$ cat config.mk
export PLATFORM = sky130hd
export DESIGN_NAME = apmm_axis
export DESIGN_NICKNAME = d
export VERILOG_FILES = /design/src/apmm_pkg.sv /design/src/apmm_mul.sv /design/src/apmm_axis.sv
export SDC_FILE = /design/constraint.sdc
export NUM_CORES = 2
export LEC_CHECK = 0
export ABC_AREA = 1
export ABC_CLOCK_PERIOD_IN_PS = 7300
export BUFFER_PORTS_ARGS = -buffer_cell sky130_fd_sc_hd__buf_2
export CORE_UTILIZATION = 50
export DETAILED_ROUTE_END_ITERATION = 16
export PLACE_DENSITY = 0.77
export SYNTH_ARGS = -nofsm -noshare
export SYNTH_HDL_FRONTEND = slang
export SYNTH_SLANG_ARGS = --single-unit
$ cat constraint.sdc
create_clock -name clk -period 7.3 [get_ports clk]
set_input_delay 1.46 -clock clk [delete_from_list [all_inputs] [get_ports clk]]
set_output_delay 1.46 -clock clk [all_outputs]
set_load 0.01 [all_outputs]
$ cat src/apmm_pkg.sv
`timescale 1ns / 1ps

package apmm_pkg;

  localparam int CORDIC_STEPS        = 16;
  localparam int ANGLE_FRACTION_BITS = 20;

  localparam int STEP_W  = 5;
  localparam int XY_W    = 36;
  localparam int ZW      = 32;
  localparam int MUL_A_W = 40;
  localparam int MUL_B_W = 32;
  localparam int PROD_W  = 72;

  localparam int ANG_W  = 24;
  localparam int INT_W  = 32;
  localparam int RATE_W = ANGLE_FRACTION_BITS + 2;
  localparam int TILT_W = ANGLE_FRACTION_BITS + 2;
  localparam int T_W    = ANG_W + 1;
  localparam int E_W    = (ANGLE_FRACTION_BITS + 6 > 26) ? ANGLE_FRACTION_BITS + 6 : 26;
  localparam int DD_W   = 40;
  localparam int Y_W    = 32;

  localparam int CFG_IDX_W  = 3;
  localparam int CFG_DATA_W = 24;

  localparam logic [31:0] RATE_SCALE = 32'd3748066029;
  localparam logic [15:0] W_KEEP     = 16'd63570;
  localparam logic [15:0] W_ACC      = 16'd1966;
  localparam logic [15:0] W_DT       = 16'd1311;

  localparam logic [31:0] AIM_K       = 32'((64'd1 << ANGLE_FRACTION_BITS) / 15);
  localparam logic [3:0]  AIM_R       = 4'((64'd1 << ANGLE_FRACTION_BITS) % 15);
  localparam logic [12:0] RECIP15_S16 = 13'd4370;

  localparam logic signed [ZW-1:0] ATAN_Q30 [24] = '{
    32'sd843314856, 32'sd497837829, 32'sd263043836, 32'sd133525158,
    32'sd67021686,  32'sd33543515,  32'sd16775850,  32'sd8388437,
    32'sd4194282,   32'sd2097149,   32'sd1048575,   32'sd524287,
    32'sd262143,    32'sd131071,    32'sd65535,     32'sd32767,
    32'sd16383,     32'sd8191,      32'sd4095,      32'sd2047,
    32'sd1023,      32'sd511,       32'sd255,       32'sd127
  };

  typedef enum logic [CFG_IDX_W-1:0] {
    CFG_ANGLE_P   = 3'd0,
    CFG_ANGLE_I   = 3'd1,
    CFG_RATE_P    = 3'd2,
    CFG_INT_THR   = 3'd3,
    CFG_PULSE_MIN = 3'd4,
    CFG_PULSE_MAX = 3'd5
  } cfg_idx_t;

  typedef struct packed {
    logic signed [15:0] accel_x;
    logic signed [15:0] accel_y;
    logic signed [15:0] accel_z;
    logic signed [15:0] gyro_roll;
    logic signed [15:0] gyro_pitch;
    logic [11:0]        base_power;
    logic signed [7:0]  aim_roll_cmd;
    logic signed [7:0]  aim_pitch_cmd;
  } in_item_t;

  typedef struct packed {
    logic [11:0]        motor_one;
    logic [11:0]        motor_two;
    logic [11:0]        motor_three;
    logic [11:0]        motor_four;
    logic signed [23:0] roll_estimate;
    logic signed [23:0] pitch_estimate;
  } out_item_t;

  typedef struct packed {
    logic start;
    logic clr_integ;
    logic neg_tilt;
  } axis_ctl_t;

  typedef struct packed {
    logic [23:0] angle_p;
    logic [23:0] angle_i;
    logic [19:0] rate_p;
  } gains_t;

endpackage

$ cat src/apmm_mul.sv
`timescale 1ns / 1ps

module apmm_mul (
  input  logic                                 clk,
  input  logic                                 rst_n,
  input  logic                                 start,
  input  logic                                 clr,
  input  logic signed [apmm_pkg::MUL_A_W-1:0]  a,
  input  logic [apmm_pkg::MUL_B_W-1:0]         b,
  output logic                                 done,
  output logic signed [apmm_pkg::PROD_W-1:0]   p
);
  import apmm_pkg::*;

  localparam int CNT_W = $clog2(MUL_B_W);

  logic                     run_r;
  logic                     done_r;
  logic [CNT_W-1:0]         cnt_r;
  logic signed [PROD_W-1:0] a_sh_r;
  logic [MUL_B_W-1:0]       b_r;
  logic signed [PROD_W-1:0] acc_r;

  always_ff @(posedge clk) begin
    if (!rst_n) begin
      run_r  <= 1'b0;
      done_r <= 1'b0;
      cnt_r  <= '0;
    end else begin
      done_r <= !start && run_r && (cnt_r == CNT_W'(MUL_B_W - 1));
      if (start) begin
        run_r <= 1'b1;
        cnt_r <= '0;
      end else if (run_r) begin
        cnt_r <= cnt_r + CNT_W'(1);
        if (cnt_r == CNT_W'(MUL_B_W - 1)) begin
          run_r  <= 1'b0;
        end
      end
    end
  end

  always_ff @(posedge clk) begin
    if (start) begin
      a_sh_r <= PROD_W'(a);
      b_r    <= b;
      if (clr) begin
        acc_r <= '0;
      end
    end else if (run_r) begin
      if (b_r[0]) begin
        acc_r <= acc_r + a_sh_r;
      end
      a_sh_r <= a_sh_r <<< 1;
      b_r    <= b_r >> 1;
    end
  end

  assign done = done_r;
  assign p    = acc_r;

endmodule

$ cat src/apmm_axis.sv
`timescale 1ns / 1ps

module apmm_axis (
  input  logic                                clk,
  input  logic                                rst_n,
  input  apmm_pkg::axis_ctl_t                 ctl,
  input  apmm_pkg::gains_t                    gains,
  input  logic signed [15:0]                  num,
  input  logic signed [15:0]                  den,
  input  logic signed [15:0]                  gyro,
  input  logic signed [7:0]                   cmd,
  output logic                                done,
  output logic signed [apmm_pkg::ANG_W-1:0]   angle,
  output logic signed [apmm_pkg::Y_W-1:0]     loop_y
);
  import apmm_pkg::*;

  typedef enum logic [1:0] {A_IDLE, A_CORDIC, A_LAUNCH, A_WAIT} astate_t;
  typedef enum logic [2:0] {
    P_RATE, P_DT, P_KEEP, P_ACC, P_AIM, P_PROP, P_INT, P_RATEP
  } pass_t;

  localparam int F = ANGLE_FRACTION_BITS;
  localparam logic [STEP_W-1:0] STEP_LAST = STEP_W'(CORDIC_STEPS - 1);

  localparam logic signed [ZW-1:0]     TILT_HALF = ZW'(1) << (29 - F);
  localparam logic signed [PROD_W-1:0] HALF_RATE = PROD_W'(1) << (46 - F);
  localparam logic signed [PROD_W-1:0] HALF_16   = PROD_W'(1) << 15;
  localparam logic signed [PROD_W-1:0] HALF_20   = PROD_W'(1) << 19;
  localparam logic signed [PROD_W-1:0] ANG_MAX   = (PROD_W'(1) << (ANG_W - 1)) - PROD_W'(1);
  localparam logic signed [PROD_W-1:0] ANG_MIN   = ~ANG_MAX;
  localparam logic signed [INT_W:0]    INT_MAX   = (33'(1) << (INT_W - 1)) - 33'(1);
  localparam logic signed [INT_W:0]    INT_MIN   = ~INT_MAX;

  astate_t                   state_r;
  pass_t                     pass_r;
  logic [STEP_W-1:0]         step_r;
  logic                      done_r;
  logic signed [ANG_W-1:0]   angle_r, angle_nxt;
  logic signed [INT_W-1:0]   integ_r, integ_nxt;

  logic signed [XY_W-1:0]    x_r, y_r, x_nxt, y_nxt, dx, dy;
  logic signed [ZW-1:0]      z_r, z_nxt, z_rnd;
  logic                      zero_r;
  logic signed [TILT_W-1:0]  tilt_r;
  logic [10:0]               mr_r;
  logic [6:0]                corr_r;
  logic [23:0]               corr_prod;
  logic signed [RATE_W-1:0]  rate_r;
  logic signed [T_W-1:0]     t_r;
  logic signed [E_W-1:0]     e_r, e_v, q_v, aim_v;
  logic signed [DD_W-1:0]    dd_r;
  logic signed [Y_W-1:0]     y_out_r;

  logic [7:0]                cmd_mag;
  logic signed [16:0]        den_abs;

  logic                      mul_start, mul_clr, mul_done;
  logic signed [MUL_A_W-1:0] mul_a;
  logic [MUL_B_W-1:0]        mul_b;
  logic signed [PROD_W-1:0]  mul_p, p_rnd16, p_mag, p_sh;
  logic signed [INT_W:0]     isum;

  assign cmd_mag = cmd[7] ? 8'(-cmd) : 8'(cmd);
  assign den_abs = den[15] ? -17'(den) : 17'(den);

  always_comb begin
    dx = y_r >>> step_r;
    dy = x_r >>> step_r;
    if (y_r > 0) begin
      x_nxt = x_r + dx;
      y_nxt = y_r - dy;
      z_nxt = z_r + ATAN_Q30[step_r];
    end else begin
      x_nxt = x_r - dx;
      y_nxt = y_r + dy;
      z_nxt = z_r - ATAN_Q30[step_r];
    end
    z_rnd = (z_nxt + TILT_HALF) >>> (30 - F);
  end

  always_comb begin
    mul_clr = 1'b1;
    mul_a   = '0;
    mul_b   = '0;
    case (pass_r)
      P_RATE: begin
        mul_a = MUL_A_W'(gyro);
        mul_b = RATE_SCALE;
      end
      P_DT: begin
        mul_a = MUL_A_W'(rate_r);
        mul_b = MUL_B_W'(W_DT);
      end
      P_KEEP: begin
        mul_a = MUL_A_W'(t_r);
        mul_b = MUL_B_W'(W_KEEP);
      end
      P_ACC: begin
        mul_a   = ctl.neg_tilt ? -MUL_A_W'(tilt_r) : MUL_A_W'(tilt_r);
        mul_b   = MUL_B_W'(W_ACC);
        mul_clr = 1'b0;
      end
      P_AIM: begin
        mul_a = MUL_A_W'(signed'({1'b0, cmd_mag}));
        mul_b = AIM_K;
      end
      P_PROP: begin
        mul_a = MUL_A_W'(e_r);
        mul_b = MUL_B_W'(gains.angle_p);
      end
      P_INT: begin
        mul_a   = MUL_A_W'(integ_r);
        mul_b   = MUL_B_W'(gains.angle_i);
        mul_clr = 1'b0;
      end
      P_RATEP: begin
        mul_a = MUL_A_W'(dd_r);
        mul_b = MUL_B_W'(gains.rate_p);
      end
      default: begin
        mul_a = '0;
      end
    endcase
  end

  assign mul_start = (state_r == A_LAUNCH);

  apmm_mul u_mul (
    .clk   (clk),
    .rst_n (rst_n),
    .start (mul_start),
    .clr   (mul_clr),
    .a     (mul_a),
    .b     (mul_b),
    .done  (mul_done),
    .p     (mul_p)
  );

  always_comb begin
    p_rnd16 = (mul_p + HALF_16) >>> 16;
    if (p_rnd16 > ANG_MAX) begin
      angle_nxt = ANG_W'(ANG_MAX);
    end else if (p_rnd16 < ANG_MIN) begin
      angle_nxt = ANG_W'(ANG_MIN);
    end else begin
      angle_nxt = ANG_W'(p_rnd16);
    end
    q_v   = E_W'(mul_p) + E_W'(signed'({1'b0, corr_r}));
    aim_v = cmd[7] ? -q_v : q_v;
    e_v   = aim_v - E_W'(angle_r);
    isum  = (INT_W + 1)'(integ_r) + (INT_W + 1)'(e_v);
    if (ctl.clr_integ) begin
      integ_nxt = '0;
    end else if (isum > INT_MAX) begin
      integ_nxt = INT_W'(INT_MAX);
    end else if (isum < INT_MIN) begin
      integ_nxt = INT_W'(INT_MIN);
    end else begin
      integ_nxt = INT_W'(isum);
    end
    p_mag = mul_p[PROD_W-1] ? -mul_p : mul_p;
    p_sh  = p_mag >> (8 + F);
  end

  assign corr_prod = 24'(mr_r) * 24'(RECIP15_S16);

  always_ff @(posedge clk) begin
    if (!rst_n) begin
      state_r <= A_IDLE;
      pass_r  <= P_RATE;
      step_r  <= '0;
      done_r  <= 1'b0;
      angle_r <= '0;
      integ_r <= '0;
    end else begin
      done_r <= (state_r == A_WAIT) && mul_done && (pass_r == P_RATEP);
      case (state_r)
        A_IDLE: begin
          if (ctl.start) begin
            state_r <= A_CORDIC;
            step_r  <= '0;
          end
        end
        A_CORDIC: begin
          step_r <= step_r + STEP_W'(1);
          if (step_r == STEP_LAST) begin
            state_r <= A_LAUNCH;
            pass_r  <= P_RATE;
          end
        end
        A_LAUNCH: begin
          state_r <= A_WAIT;
        end
        A_WAIT: begin
          if (mul_done) begin
            if (pass_r == P_ACC) begin
              angle_r <= angle_nxt;
            end
            if (pass_r == P_AIM) begin
              integ_r <= integ_nxt;
            end
            if (pass_r == P_RATEP) begin
              state_r <= A_IDLE;
            end else begin
              pass_r  <= pass_t'(pass_r + 3'd1);
              state_r <= A_LAUNCH;
            end
          end
        end
        default: begin
          state_r <= A_IDLE;
        end
      endcase
    end
  end

  always_ff @(posedge clk) begin
    if (state_r == A_IDLE && ctl.start) begin
      x_r    <= XY_W'(den_abs) <<< 16;
      y_r    <= XY_W'(num) <<< 16;
      z_r    <= '0;
      zero_r <= (num == 16'sd0) && (den == 16'sd0);
      mr_r   <= 11'(cmd_mag) * 11'(AIM_R) + 11'd7;
    end
    if (state_r == A_CORDIC) begin
      x_r    <= x_nxt;
      y_r    <= y_nxt;
      z_r    <= z_nxt;
      corr_r <= corr_prod[22:16];
      if (step_r == STEP_LAST) begin
        tilt_r <= zero_r ? '0 : TILT_W'(z_rnd);
      end
    end
    if (state_r == A_WAIT && mul_done) begin
      case (pass_r)
        P_RATE:  rate_r  <= RATE_W'((mul_p + HALF_RATE) >>> (47 - F));
        P_DT:    t_r     <= T_W'(angle_r) + T_W'(p_rnd16);
        P_AIM:   e_r     <= e_v;
        P_INT:   dd_r    <= DD_W'((mul_p + HALF_20) >>> 20) - DD_W'(rate_r);
        P_RATEP: y_out_r <= mul_p[PROD_W-1] ? -Y_W'(p_sh) : Y_W'(p_sh);
        default: begin
        end
      endcase
    end
  end

  assign done   = done_r;
  assign angle  = angle_r;
  assign loop_y = y_out_r;

endmodule

After elaboration in Yosys (flattened, before gate mapping)
Memories as Yosys holds them, arrays and structs flattened. Index checks and enable logic that the tools add are counted.

Register bits after elaboration: 540. Latch bits: 0. Bits in writable memories: 0. ROM bits: 1024. Bits of input ports: 129. Output and inout bits: 57. Logic and storage cells: 155. Memories: 1.

$add $sub $neg: 26. Multiply operators: 1. Divide/modulo/power cells: 0. Magnitude comparators: 6. Equality and inequality tests: 17. Shifts and indexed selects: 2. Muxes and demuxes: 46. Bitwise logic cells: 2. Reductions and logical operators: 30.

Memories: (name not given) (words 32, width 32, rd ports 1, clocked after memory_dff 0, wr ports 0, RTL line apmm_axis.sv:77) `z_nxt = z_r - ATAN_Q30[step_r];`.

Operators with widths (count): two-way mux 72 bit (6); two-way mux 32 bit (11); one-hot mux 40 bit (8 select lines) (1); one-hot mux 32 bit (8 select lines) (1); two-way mux 36 bit (6); adder 36 bit (2); adder 72 x 17 -> 72 bit, second input constant (1); adder 72 bit (1); >>> shifter 36 x 5 -> 36 bit (2); subtractor 36 bit (2); adder 60 x 21 -> 60 bit, second input constant (1); two-way mux 60 bit (1); negation 60 bit (1); > comparator 56 x 24 -> 1 bit, second input constant (1); < comparator 56 x 24 -> 1 bit, second input constant (1); adder 49 x 28 -> 49 bit, second input constant (1); two-way mux 24 bit (2); two-way mux 40 bit (1); negation 22 -> 40 bit (1); subtractor 40 x 22 -> 40 bit (1); > comparator 36 x 1 -> 1 bit, second input constant (1); adder 32 x 26 -> 33 bit (1); > comparator 33 x 32 -> 1 bit, second input constant (1); < comparator 33 x 32 -> 1 bit, second input constant (1); other kinds (46) (82).

Longest topological paths before layout
Word-level depth: 9. Gate-level depth with buffers: 43. Mapped depth without buffers: 42.

Cells and area by module
A second synthesis with hierarchy kept.

Cell total of the unflattened synthesis: 8466. Area, all modules: 55637.1 um2.

By module, submodules not included: apmm_axis (times used 1, cells each 6556, area an instance 42458.2 um2, sequential area each 9959.6 um2); apmm_mul (times used 1, cells each 1910, area an instance 13178.9 um2, sequential area each 5425.2 um2).

Worst setup path after synthesis
Ideal clock, no wire load.

Path type: register to register. Start point: register state_r[1]. End point: register u_mul.acc_r[0] (netlist: u_mul.p[0]) (enable). Library setup time: 0.601 ns. Arrival: 5.779 ns. Data required time: 6.699 ns. Slack: 0.919 ns. Cell stages (with the launch flop): 5. Path buffers: 1. Period minus slack after synthesis: 6.381 ns. Cells stage by stage: dfxtp_1 > inv_1 > nor2_1 > clkbuf_1 > o21ai_0.

Cells in the longest elaborated chain, start to end: 3. Elaborated cells on any way between the ends: 5. Those cells by class: 2 x eq/ne; 3 x reduce/logical.

RTL lines: start: declaration (RTL line apmm_axis.sv:35) `astate_t state_r;`; start signal: assignment (RTL line apmm_axis.sv:170) `state_r <= A_IDLE;`; start signal: assignment (RTL line apmm_axis.sv:181) `state_r <= A_CORDIC;`; start signal: assignment (RTL line apmm_axis.sv:188) `state_r <= A_LAUNCH;`; equality test 2 bit (*) (RTL line apmm_axis.sv:127) `assign mul_start = (state_r == A_LAUNCH);`; inequality test 2 bit (no source line) / nonzero test 2 bit (equally long branches); AND reduction 3 bit (no source line) (*); end signal: assignment (RTL line apmm_mul.sv:52) `acc_r <= acc_r + a_sh_r;`; end: declaration (RTL line apmm_mul.sv:22) `logic signed [PROD_W-1:0] acc_r;`.

Mark *: on every way between the ends. The rest lies on a longest branch, timed or not. A chain may end at the register's enable or synchronous reset.

Worst setup path in the final report
Start point: register u_mul.acc_r[0] (netlist: u_mul.p[0]). End point: register integ_r[11].

Cells in the longest elaborated chain, start to end: 9. Elaborated cells on any way between the ends: 10. Those cells by class: 4 x add/sub; 2 x order compare; 4 x mux.

RTL lines: adder 26 x 8 -> 26 bit (*) (RTL line apmm_axis.sv:149) `q_v = E_W'(mul_p) + E_W'(signed'({1'b0, corr_r}));`; negation 26 bit (RTL line apmm_axis.sv:150) `aim_v = cmd[7] ? -q_v : q_v;`; two-way mux 26 bit (*) (RTL line apmm_axis.sv:150); subtractor 26 x 24 -> 26 bit (*) (RTL line apmm_axis.sv:151) `e_v = aim_v - E_W'(angle_r);`; net e_v[23] (RTL line apmm_axis.sv:51) `logic signed [E_W-1:0] e_r, e_v, q_v, aim_v;`; adder 32 x 26 -> 33 bit (*) (RTL line apmm_axis.sv:152) `isum = (INT_W + 1)'(integ_r) + (INT_W + 1)'(e_v);`; < comparator 33 x 32 -> 1 bit (RTL line apmm_axis.sv:157) `end else if (isum < INT_MIN) begin`; two-way mux 32 bit (RTL line apmm_axis.sv:157); two-way mux 32 bit (*) (RTL line apmm_axis.sv:155) `end else if (isum > INT_MAX) begin`; two-way mux 32 bit (*) (RTL line apmm_axis.sv:153) `if (ctl.clr_integ) begin`; end signal: assignment (RTL line apmm_axis.sv:201) `integ_r <= integ_nxt;`; end: declaration (RTL line apmm_axis.sv:40) `logic signed [INT_W-1:0] integ_r, integ_nxt;`.

The timed path passes the listed nets; every way through them passes the cells marked *.

==> summary.md <==
| Metric | Value |
|---|---|
| Die Ht | `330 um` |
| Worst VDD drop | `0.188 mV` |
| Async SR Flop Fraction | `0` |
| Worst R2R End | `integ_r[11]` |
| Layout Nets | `8576` |
| Worst setup margin | `0.553 ns` |
| Most frequent CP cell | `nand2_1` |
| Commonest non-fill, non-tap cell in the layout | `nand2_1` |
| First-pass GRT wire length | `311000 um` |
| H-tree Lvls | `3` |
| Number of CTS-inserted buffers | `69` |
| Internal power | `7.70 mW` |
| CP required | `7.87 ns` |
| Pwr per Cell Area | `242 nW/um^2` |
| TritonRoute pass-1 iters | `6` |
| Ranking of synthesized cells by area | `edfxtp_1 26%, nand2_1 14%, ha_1 8.4%` |
| Status | `completed` |
| Clock-pin slew on the worst setup and hold paths | `0.06 ns` |
| CP Launch Type | `flip-flop` |
| Clock buffer depth | `3` |
| Max incr delay on CP | `0.49 ns` |
| Tmin final | `6.75 ns` |
| Placed instance count | `9388` |
| Clock group share of total power | `0.243` |
| Hold Crit Class | `flip-flop to flip-flop` |
| Largest area contributor in the netlist | `edfxtp_1` |
| Vias in the first global route | `52.2k` |
| Overall routing resource usage | `0.377` |
| Share of the synthesized area in the top cell type | `0.259` |
| Routed wire length per instance | `22.1 um` |
| Reg2reg setup slack | `0.55 ns` |
| Fin util | `0.549` |
| Switching Power | `6.34 mW` |
| Crit-path slowest cell | `fa_1` |
| R2R cell count | `36` |
| Syn Area/Cell | `6.73 um^2` |
| Sequential cell area fraction in the yosys report | `0.287` |
| Critical path type | `flip-flop to flip-flop` |
| Die area | `109000 um^2` |
| WP data arrival | `7.32 ns` |
| Fmax | `148 MHz` |
| Initial Utilization | `0.507` |
| Final setup fails | `0` |
| Clk sinks | `537` |
| Post-Place Setup Slack | `0.309 ns` |
| Initial drt markers | `7153` |
| Slew headroom | `0.147` |
| Via count | `57.4k` |
| Antenna violations before repair | `10` |
| Gate power share | `0.479` |
| Top FF cell, synth | `edfxtp_1` |
| Hpwl dp | `169000 um` |
| Post-Syn Area | `53600 um^2` |
| Clock Latency Late Sink | `0.67 ns` |
| DRC | `0` |
| Register Area | `15400 um^2` |
| Filler Cell Count | `10.5k` |
| Syn-to-layout area delta | `8.37%` |
| I/O Buffers | `185` |
| DR vias/cell | `6.03` |
| Crit path launch | `u_mul.p[0]` |
| Crit-path max FO | `20` |
| Syn_nets | `8480` |
| Count of different cell masters after synthesis | `75` |
| TritonCTS clock tree | `yes` |
| Rows | `119` |
| Post-Route WL | `211000 um` |
| Critical R2R Launch | `u_mul.p[0]` |
| Die Width | `330 um` |
| Endpoints failing hold | `0` |
| Max Clock Skew | `0.0283 ns` |
| Synthesized instance count | `7975` |
| Post-synth EDFFs | `463` |
| Critical Path Sink | `integ_r[11]` |
| Seq pwr share | `0.278` |
| RSZ-0062 raised after global routing | `false` |
| IO Pins | `186` |
| Max Slew Vio Count | `0` |
| Final GP Congestion | `1.07` |
| Final cell count without fillers | `9525` |
| Remaining Overflow, GRT | `0` |
| Worst slew pin tran | `1.27 ns` |
| Share of cells above drive strength 1 | `0.0658` |
| Period utilization | `0.924` |
| Syn. warnings | `0` |
| Post-route antenna net violation count | `0` |
| Core box area | `106000 um^2` |
| Worst setup EP type | `flip-flop` |
| Multi-input gate area | `34100 um^2` |
| Max-cap violations | `0` |
| Switching Fraction | `0.452` |
| Yosys reg bits | `537` |
| Setup TNS | `0 ns` |
| LEAKAGE | `25.6 nW` |
| Pin count of the biggest net entering global routing | `105` |
| Most frequent cells in the layout | `2039 x nand2_1, 896 x nor2_1, 850 x inv_1, 690 x nand3_1, 681 x a21oi_1` |
| CTS Root Buffer Type | `clkbuf_16` |
worst max-delay path, delay by kind of cell, from the launching register on:
kind | cells | cell delay, ns
flops | 1 | 0.47
buf+inv | 2 | 0.28
xor+xnor | 3 | 0.78
fa+ha+maj | 4 | 1.45
simple gates | 18 | 1.71
compound gates | 9 | 1.98
metrics by stage:
stage          hold WS, ns  power (mW)  area [um^2]
4_1_cts              0.478        13.9        58000
5_1_grt              0.490        14.9        58100
3_3_place_gp         0.456        10.3        55900
6_report             0.472        14.0        58100
2_1_floorplan        0.445        8.68        53600
3_5_place_dp         0.470        10.4        55900
flip-flops by register name, indices dropped and copies added (netlist names), 3 cells and up:
register,flops
angle,24
corr_r,6
dd_r,40
e_r,26
integ_r,32
loop_y,32
mr_r,9
pass_r,3
rate_r,22
step_r,5
t_r,25
tilt_r,22
u_mul.a_sh_r,72
u_mul.b_r,32
u_mul.cnt_r,5
u_mul.p,72
x_r,36
y_r,36
z_r,32
worst min-delay path by stage:
stage	to	from	cells past startpoint
after detailed placement	u_mul.cnt_r[4]	u_mul.cnt_r[4]	2
after global placement	u_mul.cnt_r[4]	u_mul.cnt_r[4]	2
after floorplan	u_mul.cnt_r[4]	u_mul.cnt_r[4]	2
after global routing	u_mul.cnt_r[4]	u_mul.cnt_r[4]	2
final	u_mul.cnt_r[4]	u_mul.cnt_r[4]	2
after CTS	u_mul.cnt_r[4]	u_mul.cnt_r[4]	2
cell usage after synthesis, drive strengths merged, types with 23 or more instances:
cell,n
a21o,28
a21oi,704
a22o,25
a31oi,50
buf,101
clkbuf,123
dfxtp,74
edfxtp,463
ha,362
inv,873
nand2,2078
nand3,692
nand4,106
nor2,945
nor3,108
nor4,23
o211ai,29
o21a,41
o21ai,511
xnor2,101
xor2,317
power by group through the flow:
stage	Sequential (mW)	Clock, mW	Combinational (mW)
after floorplan	3.82	0	4.87
after CTS	3.89	3.43	6.53
after global routing	3.91	3.54	7.48
after detailed placement	3.95	0	6.48
after global placement	3.95	0	6.40
final	3.90	3.41	6.73
cell type report:
| type | count | area share |
|---|---|---|
| antenna | 6 | 0.000258 |
| clock buffer | 82 | 0.0318 |
| clock inverter | 46 | 0.00555 |
| inverter | 883 | 0.0571 |
| multi-input combinational | 6331 | 0.586 |
| sequential | 537 | 0.265 |
| tap | 1391 | 0.0299 |
| timing repair buffer | 249 | 0.0243 |
cell families after synthesis:
family | Yosys count | synth area share
fa+ha+maj | 376 | 0.0897
flops | 537 | 0.287
xor+xnor | 418 | 0.0684
buf+inv | 1107 | 0.0807
compound gates | 1528 | 0.160
simple gates | 4008 | 0.314
other cells | 1 | 0.0000699
what timing repair did:
item,in CTS,in global routing
setup buffers,0,3
setup endpoints to repair,0,31
gates resized for setup,0,15
hold buffers,0,0
routing by layer:
layer  GRT usage  wire length [um]  vias to the layer above
met5           0                41                        -
met4       0.160              9680                        6
met3      0.0833             25300                      469
met2       0.554             86700                     3229
met1       0.529             89200                    26655
li1            -                 -                    27052
Note: power is estimated with default switching activity, not from simulation.
